File: src/rtl/clh_pkg.sv
// ----------------------------------------------------------------------------
// clh_pkg
// Shared types and constants of the classifier loss and gradient head.
// ----------------------------------------------------------------------------
package clh_pkg;

    localparam int unsigned ONE_Q12      = 4096;
    localparam int unsigned LN2_Q16      = 45426;
    localparam int unsigned ROW_LOSS_MAX = 331776;
    localparam int unsigned DIV_STEPS    = 28;
    localparam int unsigned LOG_STEPS    = 16;

    localparam logic [7:0] CFG_LOSS_MODE   = 8'd0;
    localparam logic [7:0] CFG_NUM_CLASSES = 8'd1;

    typedef enum logic [2:0] {
        ST_IDLE,
        ST_PREP,
        ST_DIV,
        ST_LOG,
        ST_LMUL,
        ST_FIN
    } t_state;

    // controller -> datapath
    typedef struct packed {
        logic accept;
        logic prep;
        logic div_step;
        logic log_step;
        logic lmul;
        logic fin;
    } t_cmd;

    // datapath -> controller
    typedef struct packed {
        logic row_end;
        logic ce;
        logic iter_last;
        logic out_free;
    } t_sts;

endpackage

File: src/rtl/clh_ctrl.sv
// ----------------------------------------------------------------------------
// clh_ctrl
// Sequencer: item accept, row-end divide or log iterations, result write.
// ----------------------------------------------------------------------------
module clh_ctrl
    import clh_pkg::*;
(
    input  logic i_clk,
    input  logic i_rst_n,
    input  logic i_valid,
    output logic o_ready,
    input  t_sts i_sts,
    output t_cmd o_cmd
);

    t_state r_state;
    t_state n_state;

    always_ff @(posedge i_clk) begin
        if (!i_rst_n) begin
            r_state <= ST_IDLE;
        end else begin
            r_state <= n_state;
        end
    end

    always_comb begin
        n_state = r_state;
        o_cmd   = '0;
        o_ready = 1'b0;
        unique case (r_state)
            ST_IDLE: begin
                o_ready = i_sts.out_free;
                if (i_valid && i_sts.out_free) begin
                    o_cmd.accept = 1'b1;
                    if (i_sts.row_end) begin
                        n_state = ST_PREP;
                    end
                end
            end
            ST_PREP: begin
                o_cmd.prep = 1'b1;
                n_state    = i_sts.ce ? ST_LOG : ST_DIV;
            end
            ST_DIV: begin
                o_cmd.div_step = 1'b1;
                if (i_sts.iter_last) begin
                    n_state = ST_FIN;
                end
            end
            ST_LOG: begin
                o_cmd.log_step = 1'b1;
                if (i_sts.iter_last) begin
                    n_state = ST_LMUL;
                end
            end
            ST_LMUL: begin
                o_cmd.lmul = 1'b1;
                n_state    = ST_FIN;
            end
            ST_FIN: begin
                if (i_sts.out_free) begin
                    o_cmd.fin = 1'b1;
                    n_state   = ST_IDLE;
                end
            end
            default: n_state = ST_IDLE;
        endcase
    end

endmodule

File: src/rtl/clh_dp.sv
// ----------------------------------------------------------------------------
// clh_dp
// Datapath: gradient, argmax, row accumulator, serial divider, log unit,
// batch totals and the output register.
// ----------------------------------------------------------------------------
module clh_dp
    import clh_pkg::*;
#(
    parameter int MAX_CLASSES = 256,
    parameter int MAX_BATCH   = 65536
) (
    input  logic               i_clk,
    input  logic               i_rst_n,
    input  t_cmd               i_cmd,
    output t_sts               o_sts,
    input  logic               i_cfg_we,
    input  logic [7:0]         i_cfg_index,
    input  logic [8:0]         i_cfg_data,
    input  logic signed [15:0] i_score,
    input  logic [7:0]         i_label,
    input  logic               i_first_in_batch,
    input  logic               i_out_ready,
    output logic               o_out_valid,
    output logic signed [16:0] o_gradient,
    output logic               o_row_done,
    output logic [18:0]        o_row_loss,
    output logic [7:0]         o_predicted_class,
    output logic               o_correct,
    output logic [34:0]        o_batch_loss_total,
    output logic [16:0]        o_correct_count
);

    localparam logic [34:0] LOSS_CAP = 35'(longint'(MAX_BATCH) * longint'(ROW_LOSS_MAX));
    localparam logic [16:0] HIT_CAP  = 17'(MAX_BATCH);
    localparam logic [8:0]  N_MAX    = 9'(MAX_CLASSES);
    localparam logic [27:0] RL_MAX   = 28'(ROW_LOSS_MAX);

    logic               r_loss_mode;
    logic [8:0]         r_num_classes;
    logic [7:0]         r_pos;
    logic [7:0]         r_best_idx;
    logic signed [15:0] r_best_score;
    logic [39:0]        r_acc;
    logic [34:0]        r_total;
    logic [16:0]        r_hits;
    logic signed [16:0] r_grad;
    logic [7:0]         r_pred;
    logic               r_corr;
    logic               r_ce;
    logic [8:0]         r_rem;
    logic [27:0]        r_dq;
    logic [4:0]         r_cnt;
    logic [15:0]        r_y;
    logic [15:0]        r_frac;
    logic [3:0]         r_e;
    logic               r_ce_zero;
    logic [18:0]        r_row_loss;
    logic               r_ov;
    logic               n_ov;

    // per-item logic
    logic [8:0]         n_eff;
    logic               hot;
    logic signed [16:0] target;
    logic signed [16:0] grad;
    logic signed [16:0] tdiff;
    logic signed [33:0] sq;
    logic [39:0]        acc_base;
    logic [39:0]        acc_new;
    logic               row_end;
    logic [7:0]         best_idx_new;
    logic signed [15:0] best_score_new;
    logic [34:0]        tot_c;
    logic [16:0]        hits_c;
    logic               corr_new;
    logic               out_free;

    // row-end logic
    logic [14:0] x;
    logic [11:0] x12;
    logic [3:0]  e;
    logic [9:0]  rem_sh;
    logic        rem_ge;
    logic [9:0]  rem_nx;
    logic [31:0] ysq;
    logic [16:0] yt;
    logic [19:0] lval;
    logic [35:0] prod;
    logic [18:0] rl;
    logic [35:0] tot_sum;
    logic [34:0] tot_new;
    logic [16:0] hits_new;

    assign out_free = !r_ov || i_out_ready;

    always_comb begin
        n_ov = r_ov && !i_out_ready;
        if ((i_cmd.accept && !row_end) || i_cmd.fin) begin
            n_ov = 1'b1;
        end
    end

    always_comb begin
        n_eff = r_num_classes;
        if (n_eff == 9'd0) begin
            n_eff = 9'd1;
        end else if (n_eff > N_MAX) begin
            n_eff = N_MAX;
        end
        hot    = (r_pos == i_label);
        target = hot ? 17'(ONE_Q12) : 17'sd0;
        grad   = 17'(i_score) - target;
        tdiff  = target - 17'(i_score);
        sq     = 34'(tdiff) * 34'(tdiff);
        acc_base = (r_pos == 8'd0) ? 40'd0 : r_acc;
        if (!r_loss_mode) begin
            acc_new = acc_base + 40'(sq[30:0]);
        end else if (hot) begin
            acc_new = (i_score < 16'sd1) ? 40'd1 : 40'(i_score[14:0]);
        end else begin
            acc_new = acc_base;
        end
        if (r_pos == 8'd0 || i_score > r_best_score) begin
            best_idx_new   = r_pos;
            best_score_new = i_score;
        end else begin
            best_idx_new   = r_best_idx;
            best_score_new = r_best_score;
        end
        row_end  = ({1'b0, r_pos} + 9'd1) >= n_eff;
        corr_new = (best_idx_new == i_label);
        tot_c    = i_first_in_batch ? 35'd0 : r_total;
        hits_c   = i_first_in_batch ? 17'd0 : r_hits;
    end

    always_comb begin
        if (r_acc == 40'd0) begin
            x = 15'd1;
        end else if (r_acc > 40'd32767) begin
            x = 15'd32767;
        end else begin
            x = r_acc[14:0];
        end
        x12 = x[11:0];
        e   = 4'd0;
        for (int i = 0; i < 12; i++) begin
            if (x12[i]) begin
                e = 4'(i);
            end
        end
        rem_sh = {r_rem, r_dq[27]};
        rem_ge = rem_sh >= {1'b0, n_eff};
        rem_nx = rem_ge ? rem_sh - {1'b0, n_eff} : rem_sh;
        ysq    = 32'(r_y) * 32'(r_y);
        yt     = ysq[31:15];
        lval   = {4'd12 - r_e, 16'd0} - {4'd0, r_frac};
        prod   = 36'(lval) * 36'(LN2_Q16);
        if (r_ce) begin
            rl = r_row_loss;
        end else if (r_dq > RL_MAX) begin
            rl = RL_MAX[18:0];
        end else begin
            rl = r_dq[18:0];
        end
        tot_sum  = {1'b0, r_total} + 36'(rl);
        tot_new  = (tot_sum > {1'b0, LOSS_CAP}) ? LOSS_CAP : tot_sum[34:0];
        hits_new = (r_corr && r_hits < HIT_CAP) ? r_hits + 17'd1 : r_hits;
    end

    assign o_sts.row_end   = row_end;
    assign o_sts.ce        = r_ce;
    assign o_sts.iter_last = (r_cnt == 5'd0);
    assign o_sts.out_free  = out_free;

    always_ff @(posedge i_clk) begin
        if (!i_rst_n) begin
            r_loss_mode   <= 1'b0;
            r_num_classes <= 9'd10;
            r_pos         <= '0;
            r_best_idx    <= '0;
            r_best_score  <= '0;
            r_acc         <= '0;
            r_total       <= '0;
            r_hits        <= '0;
            r_ov          <= 1'b0;
        end else begin
            if (i_cfg_we) begin
                if (i_cfg_index == CFG_LOSS_MODE) begin
                    r_loss_mode <= i_cfg_data[0];
                end else if (i_cfg_index == CFG_NUM_CLASSES) begin
                    r_num_classes <= i_cfg_data;
                end
            end
            r_ov <= n_ov;
            if (i_cmd.accept) begin
                r_pos        <= row_end ? 8'd0 : r_pos + 8'd1;
                r_best_idx   <= best_idx_new;
                r_best_score <= best_score_new;
                r_acc        <= acc_new;
                r_total      <= tot_c;
                r_hits       <= hits_c;
            end
            if (i_cmd.fin) begin
                r_total <= tot_new;
                r_hits  <= hits_new;
            end
        end
    end

    always_ff @(posedge i_clk) begin
        if (i_cmd.accept) begin
            r_grad <= grad;
            r_pred <= best_idx_new;
            r_corr <= corr_new;
            r_ce   <= r_loss_mode;
            if (!row_end) begin
                o_gradient         <= grad;
                o_row_done         <= 1'b0;
                o_row_loss         <= '0;
                o_predicted_class  <= '0;
                o_correct          <= 1'b0;
                o_batch_loss_total <= tot_c;
                o_correct_count    <= hits_c;
            end
        end
        if (i_cmd.prep) begin
            r_rem     <= '0;
            r_dq      <= r_acc[39:12];
            r_cnt     <= r_ce ? 5'(LOG_STEPS - 1) : 5'(DIV_STEPS - 1);
            r_y       <= 16'({4'd0, x12} << (4'd15 - e));
            r_frac    <= '0;
            r_e       <= e;
            r_ce_zero <= (x >= 15'(ONE_Q12));
        end
        if (i_cmd.div_step) begin
            r_rem <= rem_nx[8:0];
            r_dq  <= {r_dq[26:0], rem_ge};
            r_cnt <= r_cnt - 5'd1;
        end
        if (i_cmd.log_step) begin
            r_y    <= yt[16] ? yt[16:1] : yt[15:0];
            r_frac <= {r_frac[14:0], yt[16]};
            r_cnt  <= r_cnt - 5'd1;
        end
        if (i_cmd.lmul) begin
            r_row_loss <= r_ce_zero ? 19'd0 : {3'd0, prod[35:20]};
        end
        if (i_cmd.fin) begin
            o_gradient         <= r_grad;
            o_row_done         <= 1'b1;
            o_row_loss         <= rl;
            o_predicted_class  <= r_pred;
            o_correct          <= r_corr;
            o_batch_loss_total <= tot_new;
            o_correct_count    <= hits_new;
        end
    end

    assign o_out_valid = r_ov;

    a_hits_cap: assert property (@(posedge i_clk) disable iff (!i_rst_n)
        r_hits <= HIT_CAP) else $error("hit count above cap");
    a_loss_cap: assert property (@(posedge i_clk) disable iff (!i_rst_n)
        r_total <= LOSS_CAP) else $error("loss total above cap");
    a_fin_free: assert property (@(posedge i_clk) disable iff (!i_rst_n)
        i_cmd.fin |-> out_free) else $error("result written over a pending item");
    a_row_loss: assert property (@(posedge i_clk) disable iff (!i_rst_n)
        i_cmd.fin |=> o_row_loss <= 19'(ROW_LOSS_MAX)) else $error("row loss out of range");

endmodule

File: src/rtl/classifier_loss_gradient_head.sv
// ----------------------------------------------------------------------------
// classifier_loss_gradient_head
// Per-score gradient, row argmax, row loss (MSE or cross entropy), batch totals.
// ----------------------------------------------------------------------------
// Scores arrive one item per handshake, row by row, with the row's label.
// Every item yields one result item: gradient score minus one-hot target,
// and on the last score of a row (tlast) also the row loss, predicted
// class and correct flag; every item carries the saturating batch totals.
// A score that does not end a row is written straight into the result register.
// A row-end score starts the row-end unit, and no new score is taken until it
// is done: mean squared error runs a 28-step bit-serial divide by the class
// count; cross entropy runs a 16-step squaring log2 loop plus one multiply by ln 2.
// One result register sits on the output; a new item is taken while the
// previous result is being drained. num_classes 0 acts as 1.
// Config port: index 0 loss_mode, index 1 num_classes; write only when idle.
// ----------------------------------------------------------------------------
module classifier_loss_gradient_head
    import clh_pkg::*;
#(
    parameter int MAX_CLASSES = 256,
    parameter int MAX_BATCH   = 65536
) (
    input  logic         i_clk,
    input  logic         i_rst_n,
    // config write channel
    input  logic         i_cfg_valid,
    output logic         o_cfg_ready,
    input  logic [7:0]   i_cfg_index,
    input  logic [8:0]   i_cfg_data,
    // score input
    input  logic         i_s_axis_tvalid,
    output logic         o_s_axis_tready,
    input  logic [23:0]  i_s_axis_tdata,  // score[15:0], label[23:16]
    input  logic         i_s_axis_tuser,  // first_in_batch
    // result output
    output logic         o_m_axis_tvalid,
    input  logic         i_m_axis_tready,
    output logic [103:0] o_m_axis_tdata,  // gradient[16:0], row_loss[35:17],
                                          // predicted_class[43:36], correct[44],
                                          // batch_loss_total[79:45],
                                          // correct_count[96:80], zero pad
    output logic         o_m_axis_tlast   // row_done
);

    t_cmd               cmd;
    t_sts               sts;
    logic signed [16:0] gradient;
    logic               row_done;
    logic [18:0]        row_loss;
    logic [7:0]         predicted_class;
    logic               correct;
    logic [34:0]        batch_loss_total;
    logic [16:0]        correct_count;

    assign o_cfg_ready = 1'b1;

    clh_ctrl u_ctrl (
        .i_clk   (i_clk),
        .i_rst_n (i_rst_n),
        .i_valid (i_s_axis_tvalid),
        .o_ready (o_s_axis_tready),
        .i_sts   (sts),
        .o_cmd   (cmd)
    );

    clh_dp #(
        .MAX_CLASSES (MAX_CLASSES),
        .MAX_BATCH   (MAX_BATCH)
    ) u_dp (
        .i_clk              (i_clk),
        .i_rst_n            (i_rst_n),
        .i_cmd              (cmd),
        .o_sts              (sts),
        .i_cfg_we           (i_cfg_valid),
        .i_cfg_index        (i_cfg_index),
        .i_cfg_data         (i_cfg_data),
        .i_score            (i_s_axis_tdata[15:0]),
        .i_label            (i_s_axis_tdata[23:16]),
        .i_first_in_batch   (i_s_axis_tuser),
        .i_out_ready        (i_m_axis_tready),
        .o_out_valid        (o_m_axis_tvalid),
        .o_gradient         (gradient),
        .o_row_done         (row_done),
        .o_row_loss         (row_loss),
        .o_predicted_class  (predicted_class),
        .o_correct          (correct),
        .o_batch_loss_total (batch_loss_total),
        .o_correct_count    (correct_count)
    );

    assign o_m_axis_tdata = {7'd0, correct_count, batch_loss_total, correct,
                             predicted_class, row_loss, gradient};
    assign o_m_axis_tlast = row_done;

endmodule

File: config.mk
export PLATFORM = sky130hd
export DESIGN_NAME = classifier_loss_gradient_head
export DESIGN_NICKNAME = d
export VERILOG_FILES = /design/src/rtl/clh_pkg.sv /design/src/rtl/clh_ctrl.sv /design/src/rtl/clh_dp.sv /design/src/rtl/classifier_loss_gradient_head.sv
export SDC_FILE = /design/constraint.sdc
export NUM_CORES = 2
export LEC_CHECK = 0
export BUFFER_PORTS_ARGS = -buffer_cell sky130_fd_sc_hd__buf_2
export CAP_MARGIN = 15
export CORE_UTILIZATION = 49
export CTS_CLUSTER_SIZE = 30
export DETAILED_ROUTE_END_ITERATION = 16
export PLACE_DENSITY = 0.62
export SLEW_MARGIN = 20
export SYNTH_ARGS = -nofsm -noshare
export SYNTH_HDL_FRONTEND = slang
export SYNTH_SLANG_ARGS = --single-unit
File: constraint.sdc
create_clock -name i_clk -period 12.6 [get_ports i_clk]
set_input_delay 0.63 -clock i_clk [delete_from_list [all_inputs] [get_ports i_clk]]
set_output_delay 0.63 -clock i_clk [all_outputs]
set_load 0.01 [all_outputs]
# == Yosys cells after proc, flatten, opt, wreduce, memory -nomap -nowiden ==
# Cells that the tools add are included.
# op_classes
add_sub_neg,12
n_mul,3
order_cmp,10
n_eq_ne,14
shifts,1
mux,81
bitwise,2
reduce_logical,26
# op_table
operator,n
two-way mux 35 bit,7
two-way mux 17 bit,10
two-way mux 40 bit,3
two-way mux 19 bit,5
two-way mux 16 bit,5
two-way mux 28 bit,2
two-way mux 15 bit,3
two-way mux 9 bit,5
adder 40 x 31 -> 40 bit,1
> comparator 40 x 15 -> 1 bit (second input constant),1
zero test 40 bit,1
two-way mux 8 bit,5
adder 35 x 19 -> 36 bit,1
> comparator 36 x 35 -> 1 bit (second input constant),1
multiplier 20 x 15 -> 35 bit (second input constant),1
multiplier 16 x 16 -> 32 bit,1
multiplier 17 x 17 -> 31 bit,1
> comparator 28 x 19 -> 1 bit (second input constant),1
two-way mux 3 bit,9
two-way mux 5 bit,4
subtractor 20 x 16 -> 20 bit,1
case mux 3 bit (6 select lines),1
adder 17 x 1 -> 17 bit (second input constant),1
< comparator 17 bit (second input constant),1
38 further kinds,78
# totals
ff_bits,361
input_bits,47
elab_cells,179

# == Longest topological paths before layout ==
# logic_depth
ltp_word,18
depth_mapped,48

# == Modules after synthesis ==
# From an unflattened synthesis, not the netlist that was laid out.
# hier_totals
hier_cells,4382
area_unflattened_um2,41897.7
# by_module_without_submodules
module,n_inst,cells_each,area_each_um2,seq_area_each_um2
clh_dp,1,4339,41548.6,9298.9
clh_ctrl,1,32,274.0,60.1
classifier_loss_gradient_head,1,11,75.1,0.0

# == Least setup slack after synthesis ==
# OpenSTA, ideal clock, no wires.
# synth_timing
path_kind,input-to-reg
start,in i_s_axis_tdata[20]
end,reg u_dp.r_acc[36]
setup_ps,122
t_arrival_ps,9821
t_required_ps,12478
slack_ps,2657
cell_stages,40
cell_sequence,xor2_1 nor3_1 nand4_1 nor3_1 ha_1 inv_1 nor2_1 nor2_1 nor3_1 or2_2 clkbuf_1 inv_1 clkbuf_1 nand2_1 fa_1 inv_1 fa_1 inv_1 (+4 left out) inv_1 fa_1 inv_1 ha_1 nand2_1 or2_2 o21bai_1 a211oi_1 a2111oi_0 ha_1 nand2_1 nor3_1 a21oi_1 o21ai_0 a21oi_1 nor3b_1 a21oi_1 a311o_1
# synth_between
elab_chain_cells,6
# synth_rtl
element,line,text
from (decl),classifier_loss_gradient_head.sv:33,"input logic [23:0] i_s_axis_tdata,"
== test 8 bit (*),clh_dp.sv:110,hot = (r_pos == i_label);
two-way mux 13 bit,clh_dp.sv:111,target = hot ? 17'(ONE_Q12) : 17'sd0;
subtractor 14 x 16 -> 17 bit,clh_dp.sv:113,tdiff = target - 17'(i_score);
multiplier 17 x 17 -> 31 bit,clh_dp.sv:114,sq = 34'(tdiff) * 34'(tdiff);
adder 40 x 31 -> 40 bit,clh_dp.sv:117,acc_new = acc_base + 40'(sq[30:0]);
two-way mux 40 bit (*),clh_dp.sv:116,if (!r_loss_mode) begin
to (signal assigned),clh_dp.sv:199,r_acc <= acc_new;
to (decl),clh_dp.sv:43,logic [39:0] r_acc;
# Mark *: on every way between the ends. The rest lies on a longest branch, timed or not.
# A chain may end at the register's enable or synchronous reset.

# == Worst setup path in the final report ==
# layout_timing
start,reg u_dp.r_pos[4]
end,reg u_dp.r_acc[36]
# layout_between
elab_chain_cells,6
# layout_rtl
element,line,text
from (decl),clh_dp.sv:40,logic [7:0] r_pos;
from (signal assigned),clh_dp.sv:196,r_pos <= row_end ? 8'd0 : r_pos + 8'd1;
== test 8 bit,clh_dp.sv:110,
two-way mux 13 bit,clh_dp.sv:111,
subtractor 14 x 16 -> 17 bit,clh_dp.sv:113,
multiplier 17 x 17 -> 31 bit,clh_dp.sv:114,
adder 40 x 31 -> 40 bit,clh_dp.sv:117,
two-way mux 40 bit (*),clh_dp.sv:116,
# Marked as above.

==> flow_metrics.env <==
export IMPL_outcome="finished, final reports clean"
export IMPL_post_route_drc_count=0
export IMPL_grt_pass1_vias=31500
export IMPL_post_cts_buffers=0
export IMPL_drtAntennaViolNets=0
export IMPL_place_inst=5619
export IMPL_worstPathMaxFanout=18
export IMPL_fp_coreArea_um2=83700
export IMPL_port_buffers=146
export IMPL_use_met2=0.402
export IMPL_synthDistinctLibCells=89
export IMPL_initial_utilization=0.496
export IMPL_busiest_layer="met2"
export IMPL_cp_start_kind="register"
export IMPL_hold_viol=0
export IMPL_min_path_type="in -> reg"
export IMPL_synthFlopType="edfxtp_1"
export IMPL_setup_slack_ns=1.07
export IMPL_cts_tree="yes"
export IMPL_n_fill_cell=7725
export IMPL_dp_slack_ns=1.01
export IMPL_slew_headroom=0.233
export IMPL_avgSynthCellArea_um2=9.28
export IMPL_die_width_um=293
export IMPL_hold_buffers=0
export IMPL_synth_area_um2=41500
export IMPL_overflow=0
export IMPL_first_pass_iters=7
export IMPL_wl_per_cell_um=17.8
export IMPL_crit_top_cell="inv_1"
export IMPL_fin_nets=5494
export IMPL_finalSetupViolCount=0
export IMPL_fin_crit_ns=11.53
export IMPL_drt_iter0_markers=1804
export IMPL_clock_path_buffers=3
export IMPL_endpoint_kind="register"
export IMPL_most_common_layout_cells="inv_1 (732), fa_1 (506), nand2_1 (422)"
export IMPL_use_met3=0.0238
export IMPL_setup_worst_path_class="reg -> reg"
export IMPL_met1_usage=0.337
export IMPL_grt_pass1_wl_mm=167
export IMPL_ios=155
export IMPL_htreeDepth=2
export IMPL_vias_per_cell=5.43
export IMPL_postLayoutCoreUtil=0.534
export IMPL_clock_sinks=358
export IMPL_die_area_um2=85800
export IMPL_worst_path_largest_cell_delay_ns=0.87
export IMPL_ff2ff_path_depth=38
export IMPL_ys_seq_area_frac=0.226
export IMPL_grt_max_degree=73
export IMPL_grt_usage=0.242
export IMPL_ys_warnings_count=0
export IMPL_mostFrequentLayoutCell="inv_1"
export IMPL_synth_edf_count=219
export IMPL_dp_hpwl_mm=79.4
export IMPL_path_clk_slew_ns=0.07
export IMPL_tightest_slew_ns=1.15
export IMPL_cp_arrival_ns=12.01
export IMPL_fin_tns_setup_ns=0
export IMPL_clockRootBuffer="clkbuf_16"
export IMPL_area_delta_synth_final_pct=7.79
export IMPL_fin_skew_ns=0.0651
export IMPL_wl_mm=101
export IMPL_num_vias=30900
export IMPL_finalCritPeriodShare=0.915
export IMPL_gp_congestion=0.951
export IMPL_cts_buffers=42
export IMPL_crit_required_ns=13.09
export IMPL_drv_cap=0
export IMPL_rsz0062_at_grt="no"
export IMPL_clk_latency_ns=0.60
export IMPL_yosys_register_bits=358
export IMPL_whs_path_depth=3
export IMPL_instances_no_fill=5698
export IMPL_rows=106
export IMPL_drive_gt1_frac=0.0699
export IMPL_ctsResizeCount=0
export IMPL_fmaxAchievable_mhz=86.8
export IMPL_final_max_slew_viol_count=0
export IMPL_crit_slowest_cell="a2111oi_1"
export IMPL_synth_async_reset_ratio=0
export IMPL_dieHeight_um=293
export IMPL_grt_antenna_before_repair=3
export IMPL_syn_instance_count=4470
## synth_stat cells, types with 13 or more instances
| cell type | count | area share |
|---|---|---|
| o211ai_1 | 17 | 0.0031 |
| mux2i_1 | 50 | 0.012 |
| edfxtp_1 | 219 | 0.16 |
| buf_2 | 14 | 0.0017 |
| a22o_1 | 35 | 0.0074 |
| mux2_2 | 16 | 0.0043 |
| clkbuf_1 | 147 | 0.013 |
| xnor2_1 | 121 | 0.026 |
| nor2_1 | 378 | 0.034 |
| nor2b_1 | 27 | 0.0041 |
| a31oi_1 | 29 | 0.0044 |
| nand3b_1 | 15 | 0.0027 |
| o21a_1 | 24 | 0.0043 |
| nand2_1 | 423 | 0.038 |
| o21bai_1 | 13 | 0.0024 |
| a21oi_1 | 168 | 0.020 |
| and2_1 | 142 | 0.021 |
| or2_2 | 17 | 0.0026 |
| nor4_1 | 22 | 0.0033 |
| and3_1 | 46 | 0.0069 |
| dfxtp_1 | 139 | 0.067 |
| nand4_1 | 32 | 0.0048 |
| nand3_1 | 71 | 0.0086 |
| o21ai_0 | 104 | 0.013 |
| a22oi_1 | 26 | 0.0047 |
| xor2_1 | 78 | 0.016 |
| nand2b_1 | 28 | 0.0042 |
| a32oi_1 | 28 | 0.0059 |
| fa_1 | 506 | 0.24 |
| a211oi_1 | 20 | 0.0036 |
| or3_1 | 14 | 0.0021 |
| nor3_1 | 81 | 0.0098 |
| a21o_1 | 69 | 0.012 |
| ha_1 | 412 | 0.12 |
| inv_1 | 733 | 0.066 |
| o31ai_1 | 17 | 0.0031 |
## state kept, by name, indices dropped and copies added (netlist names), 17 cells and up
name	count
u_dp.o_batch_loss_total	35
u_dp.o_correct_count	17
u_dp.r_total	35
u_dp.r_grad	17
u_dp.o_gradient	17
u_dp.r_acc	40
u_dp.o_row_loss	19
u_dp.r_hits	17
u_dp.r_dq	28
## per-stage QoR
step           hold WS [ns]  instance area [µm²]
2_1_floorplan         0.406                41500
3_3_place_gp          0.441                43300
3_5_place_dp          0.441                43300
4_1_cts               0.220                44700
5_1_grt               0.242                44700
6_report              0.251                44700
## area by class of cell
cell class | instances | area (µm²) | area share
clock inverters | 21 | 327 | 0.00730
inverters | 737 | 2770 | 0.0619
clock buffers | 56 | 1110 | 0.0249
repair buffers | 190 | 1060 | 0.0237
flip-flops and latches | 358 | 9360 | 0.209
well taps | 1134 | 1420 | 0.0317
diodes | 2 | 5.00 | 0.000112
multi-input cells | 3200 | 28700 | 0.641
## final timing paths
check / startpoint / end / slack, ns
hold / removal: i_cfg_data[3] / u_dp.r_num_classes[3]$_SDFFE_PN1P_ / 0.25
setup reg to reg: u_dp.r_pos[4]$_SDFFE_PN0P_ / u_dp.r_acc[36]$_SDFFE_PN0P_ / 1.07
hold reg to reg: u_dp.o_row_done$_SDFFE_PP1P_ / u_dp.o_row_done$_SDFFE_PP1P_ / 0.47
setup / recovery: u_dp.r_pos[4]$_SDFFE_PN0P_ / u_dp.r_acc[36]$_SDFFE_PN0P_ / 1.07
## routing by layer
metal	share of wire	wire (µm)
met3	0.041	4180
met4	0.025	2540
met2	0.47	47900
met1	0.46	46600
met5	0	0
## critical path, delay by kind of cell (launching register included)
| kind | cells | cell delay [ns] |
|---|---|---|
| and+or+nand+nor | 13 | 3.33 |
| AOI/OAI and AO/OA | 8 | 1.84 |
| DFF | 1 | 0.57 |
| adders and majority gates | 9 | 4.48 |
| buffers and inverters | 7 | 1.07 |
| xor gates and xnor gates | 1 | 0.12 |
## kinds of logic after synthesis
logic type	count (synthesis)	synth area share
AO/OA/AOI/OAI	673	0.111
flip-flops	358	0.226
adder cells (fa/ha/maj)	918	0.368
XOR/XNOR	199	0.0420
AND/OR/NAND/NOR	1336	0.151
buffers and inverters	918	0.0853
multiplexers	66	0.0164
other	2	0.000181
Power is not shown: default switching activity piles up to over one toggle a cycle in this logic, so the estimate is an artifact.
